### config.mk
export PLATFORM = sky130hd
export DESIGN_NAME = crf_ctrl
export DESIGN_NICKNAME = d
export VERILOG_FILES = /design/src/rtl/crf_pkg.sv /design/src/rtl/crf_ctrl.sv
export VERILOG_INCLUDE_DIRS = /design/src /design/src/rtl
export SDC_FILE = /design/constraint.sdc
export NUM_CORES = 1
export LEC_CHECK = 0
export BUFFER_PORTS_ARGS = -buffer_cell sky130_fd_sc_hd__buf_2
export CAP_MARGIN = 40
export CORE_AREA = 2 2 39 41
export CTS_BUF_LIST = sky130_fd_sc_hd__clkbuf_8
export CTS_CLUSTER_DIAMETER = 40
export DETAILED_ROUTE_END_ITERATION = 16
export DIE_AREA = 0 0 41 43
export SYNTH_ARGS = -nofsm -noshare
export SYNTH_HDL_FRONTEND = slang
export SYNTH_SLANG_ARGS = --single-unit
### constraint.sdc
create_clock -name clk -period 2.8 [get_ports clk]
set_input_delay 0.14 -clock clk [delete_from_list [all_inputs] [get_ports clk]]
set_output_delay 0.14 -clock clk [all_outputs]
set_load 0.05 [all_outputs]
### src/rtl/assert_macros.svh
// Assertion helpers shared by the frame fill RTL.
// Both macros sample on clk and are switched off while rst_n is low.
`ifndef ASSERT_MACROS_SVH
`define ASSERT_MACROS_SVH

// Checks that a property holds at every clock edge.
`define CRF_ASSERT(lbl, prop, msg) \
  lbl: assert property (@(posedge clk) disable iff (!rst_n) (prop)) \
    else $error(msg);

// Checks that a condition is never true.
`define CRF_ASSERT_NEVER(lbl, cond, msg) \
  lbl: assert property (@(posedge clk) disable iff (!rst_n) !(cond)) \
    else $error(msg);

`endif

### src/rtl/crf_pkg.sv
`default_nettype none

package crf_pkg;

  // Frame geometry.
  localparam int SIDE    = 128;
  localparam int DEPTH   = SIDE * SIDE;
  localparam int IDX_W   = $clog2(SIDE);
  localparam int ADDR_W  = $clog2(DEPTH);
  localparam int PIX_W   = 8;
  localparam int COORD_W = 11;

  localparam logic signed [COORD_W-1:0] SIDE_S   = COORD_W'(SIDE);
  localparam logic [IDX_W-1:0]          IDX_LAST = IDX_W'(SIDE - 1);
  localparam logic [PIX_W-1:0]          BG_RESET = PIX_W'(128);

  typedef enum logic [1:0] {
    OP_CLEAR = 2'd0,
    OP_FILL  = 2'd1,
    OP_READ  = 2'd2,
    OP_NONE  = 2'd3
  } op_t;

  // Commands from the controller to the datapath.
  typedef struct packed {
    logic load;      // capture a new command
    logic step;      // write one pixel and advance the scan position
    logic rd;        // issue a frame read at the held position
    logic out_load;  // move read data into the output register
  } cmd_t;

  // Status from the datapath to the controller.
  typedef struct packed {
    logic empty;     // the clipped fill rectangle holds no pixel
    logic last;      // the scan position is the last pixel of the rectangle
  } sts_t;

endpackage

`default_nettype wire

### src/rtl/crf_ctrl.sv
`default_nettype none

`include "assert_macros.svh"

module crf_ctrl (
  input  logic          clk,
  input  logic          rst_n,
  input  logic          in_valid,
  input  logic [1:0]    in_op,
  output logic          in_stall,
  output logic          out_valid,
  input  logic          out_stall,
  input  crf_pkg::sts_t sts,
  output crf_pkg::cmd_t cmd
);

  import crf_pkg::*;

  typedef enum logic [1:0] {
    S_IDLE,
    S_SWEEP,
    S_RD_ADDR,
    S_RD_DATA
  } state_t;

  state_t state_r, state_nxt;
  logic   out_valid_r, out_valid_nxt;
  logic   accept;
  logic   out_free;
  op_t    op;

  assign op       = op_t'(in_op);
  assign in_stall = (state_r != S_IDLE);
  assign accept   = in_valid && !in_stall;
  assign out_free = !out_valid_r || !out_stall;

  always_comb begin
    state_nxt     = state_r;
    out_valid_nxt = out_valid_r && out_stall;
    cmd           = '0;
    unique case (state_r)
      S_IDLE: begin
        cmd.load = accept;
        if (accept) begin
          unique case (op)
            OP_CLEAR: state_nxt = S_SWEEP;
            OP_FILL:  state_nxt = sts.empty ? S_IDLE : S_SWEEP;
            OP_READ:  state_nxt = S_RD_ADDR;
            OP_NONE:  state_nxt = S_IDLE;
          endcase
        end
      end
      S_SWEEP: begin
        cmd.step = 1'b1;
        if (sts.last) begin
          state_nxt = S_IDLE;
        end
      end
      S_RD_ADDR: begin
        cmd.rd    = 1'b1;
        state_nxt = S_RD_DATA;
      end
      S_RD_DATA: begin
        // Hold the read data in the RAM until the output slot frees up.
        if (out_free) begin
          cmd.out_load  = 1'b1;
          out_valid_nxt = 1'b1;
          state_nxt     = S_IDLE;
        end
      end
    endcase
  end

  always_ff @(posedge clk) begin
    if (!rst_n) begin
      state_r     <= S_IDLE;
      out_valid_r <= 1'b0;
    end else begin
      state_r     <= state_nxt;
      out_valid_r <= out_valid_nxt;
    end
  end

  assign out_valid = out_valid_r;

  `CRF_ASSERT(a_read_starts, accept && (op == OP_READ) |=> state_r == S_RD_ADDR, "read not started")
  `CRF_ASSERT(a_out_source, $rose(out_valid_r) |-> $past(state_r == S_RD_DATA), "stray result")

endmodule

`default_nettype wire

==> qor.json <==
{
  "outcome": "finished clean",
  "cts_made_buffers": 3,
  "maxClockFrequency_mhz": 724,
  "post_cts_resized": 0,
  "dr.pass1.iters": 1,
  "timing.final.crit_share_pct": 49.3,
  "worst-endpoint-required_ns": 2.66,
  "timing.setup.tns_ns": 0,
  "routabilityCongestion": 0.711,
  "initial_cell_density_of_the_core_pct": 12.6,
  "drt_iter0_markers": 0,
  "clock_sinks": 3,
  "grt_setup_unrepaired": "false",
  "post_synth_inst_count": 20,
  "synth-seq-cells": 3,
  "tightestPinTransition_ns": 0.251,
  "vdd_drop_max_uv": 367,
  "max-clock-path-buffers": 2,
  "synthTopCellsByCount": "sky130_fd_sc_hd__dfxtp_1 (3), sky130_fd_sc_hd__a21boi_0 (2), sky130_fd_sc_hd__a21oi_1 (2), sky130_fd_sc_hd__inv_1 (2), sky130_fd_sc_hd__nand2_1 (2)",
  "synth_sequential_area_ratio_pct": 34.5,
  "critical_path.max_fanout": 7,
  "area_growth_syn_to_layout_pct": 74.8,
  "finClkSkew_ns": 0.00161,
  "nets": 46,
  "grt_pass1_vias": 162,
  "grt_util_all_layers_pct": 5.82,
  "worst_ep_arrival_time_ns": 1.24,
  "power.density_nw_per_um2": 698,
  "avgRoutedWirePerCell_um": 7.68,
  "path_class": "reg -> out",
  "rows": 14,
  "clock_latency_ns": 0.21,
  "final_max_slew_viol_count": 0,
  "total_leakage_power_nw": 0.160,
  "synth_warnings": 0,
  "cts.hold.buffers_added": 0,
  "post_drt_via_cell_ratio": 3.47,
  "cp-end-kind": "output pin",
  "core_area_sq_um": 1380,
  "post-route-min-period_ns": 1.38,
  "antenna_violating_nets_post_route": 0,
  "setup-violations-final": 0,
  "crit_path_start_kind": "flop",
  "globalRoute.totalOverflow": 0,
  "post-route-drc-count": 0,
  "worst_setup_hold_path_clk_slew_ns": 0.03,
  "dominantRegCellSynth": "sky130_fd_sc_hd__dfxtp_1",
  "syn_nets": 28,
  "grt_start_max_net_pins": 8,
  "grt_first_pass_wirelength_um": 586,
  "synth_area_sq_um": 174,
  "timing.slew.headroom_pct": 83.4,
  "yosysUniqueCellTypes": 14,
  "postCtsSetupBuffers": 0,
  "drv_cap": 0,
  "cts-htree-levels": 1,
  "top_cell_type_s_share_of_synthesized_area_pct": 34.5,
  "synth-edff-count": 0,
  "post-synth-top-count-cell": "sky130_fd_sc_hd__dfxtp_1",
  "io_pins": 14,
  "port_buffers": 13,
  "postRouteWirelength_um": 407,
  "die-area_sq_um": 1760,
  "grt_antenna_before_repair": 0,
  "vias": 184,
  "die_h_um": 43,
  "worstHoldPathType": "in -> reg",
  "die_extent_in_x_um": 41,
  "insertedDiodeCount": 0,
  "timing_hold_violations_final": 0,
  "synth.top_cells.by_area": "sky130_fd_sc_hd__dfxtp_1 (35%), sky130_fd_sc_hd__a21boi_0 (8.6%), sky130_fd_sc_hd__nand2b_4 (7.9%)",
  "tritoncts": "yes",
  "yosysTopAreaCell": "sky130_fd_sc_hd__dfxtp_1",
  "hold_slack_ns": 0.164,
  "cts.root.buffer_cell": "sky130_fd_sc_hd__clkbuf_8",
  "async_reset_ff_share_pct": 0,
  "synth.avg_cell_area_sq_um": 8.70,
  "drive_gt1_share_pct": 51.4
}
[layer usage]
metal | routed length, um | global-route usage (%) | vias to the layer above
met1 | 181 | 5.47 | 74
met5 | 0 | 0 | -
met4 | 0 | 2.00 | 0
li1 | - | - | 101
met3 | 53 | 7.85 | 0
met2 | 172 | 7.19 | 9
[stage by stage]
step	setup WS (ns)	power, mW	util [%]	instances	area, sq um
4_1_cts	1.40	0.218	22.0	53	304
5_1_grt	1.32	0.224	22.0	53	304
2_1_floorplan	1.21	0.0790	-	20	174
3_5_place_dp	1.64	0.0910	18.7	49	259
3_3_place_gp	1.70	0.0909	18.7	49	259
6_report	1.42	0.212	22.0	53	304
[report_power, final]
group / total [mW] / switching, mW / internal [mW]
registers: 0.0478 / 0.00262 / 0.0452
clock network: 0.122 / 0.0291 / 0.0934
logic: 0.0420 / 0.0272 / 0.0148
[flip-flops by register name, summed over array words and instances, names as in the netlist]
signal	flops
out_valid	1
state_r	2
[cell usage in the layout (no fill, tap or decap)]
cell type	instances
sky130_fd_sc_hd__inv_1	3
sky130_fd_sc_hd__nand2b_4	1
sky130_fd_sc_hd__and2b_1	1
sky130_fd_sc_hd__a211o_1	1
sky130_fd_sc_hd__o21a_1	1
sky130_fd_sc_hd__a21oi_1	2
sky130_fd_sc_hd__nor2_1	1
sky130_fd_sc_hd__nor2b_1	1
sky130_fd_sc_hd__a21boi_0	2
sky130_fd_sc_hd__clkbuf_8	3
sky130_fd_sc_hd__dfxtp_1	3
sky130_fd_sc_hd__nor3b_1	1
sky130_fd_sc_hd__nand2_1	2
sky130_fd_sc_hd__or2_2	1
sky130_fd_sc_hd__buf_2	13
sky130_fd_sc_hd__a211oi_2	1
[worst paths after layout]
check        startpoint          to  slack, ns  cells after the start
max          state_r[1]      cmd[0]       1.42                      3
min               rst_n  state_r[1]       0.16                      2
max reg2reg  state_r[0]  state_r[0]       1.80                      3
min reg2reg   out_valid   out_valid       0.52                      2
[cell families after synthesis]
group / synth area share (%)
buffers and inverters: 4.32
AND/OR/NAND/NOR: 30.2
AO/OA/AOI/OAI: 30.9
flip-flops: 34.5
[critical path, cell delays in order, from the launching register on]
cell                      delay (ns)
sky130_fd_sc_hd__dfxtp_1        0.40
sky130_fd_sc_hd__nand2_1        0.10
sky130_fd_sc_hd__a21oi_1        0.22
sky130_fd_sc_hd__buf_2          0.31
[layout make-up]
| type | count | area, sq um |
|---|---|---|
| clock inverter | 1 | 3.75 |
| multi-input combinational | 15 | 106 |
| timing repair buffer | 13 | 65.1 |
| inverter | 2 | 7.51 |
| fill | 158 | 1080 |
| tap | 16 | 20.0 |
| sequential | 3 | 60.1 |
| clock buffer | 3 | 41.3 |
Power figures use the tool's default switching activity.
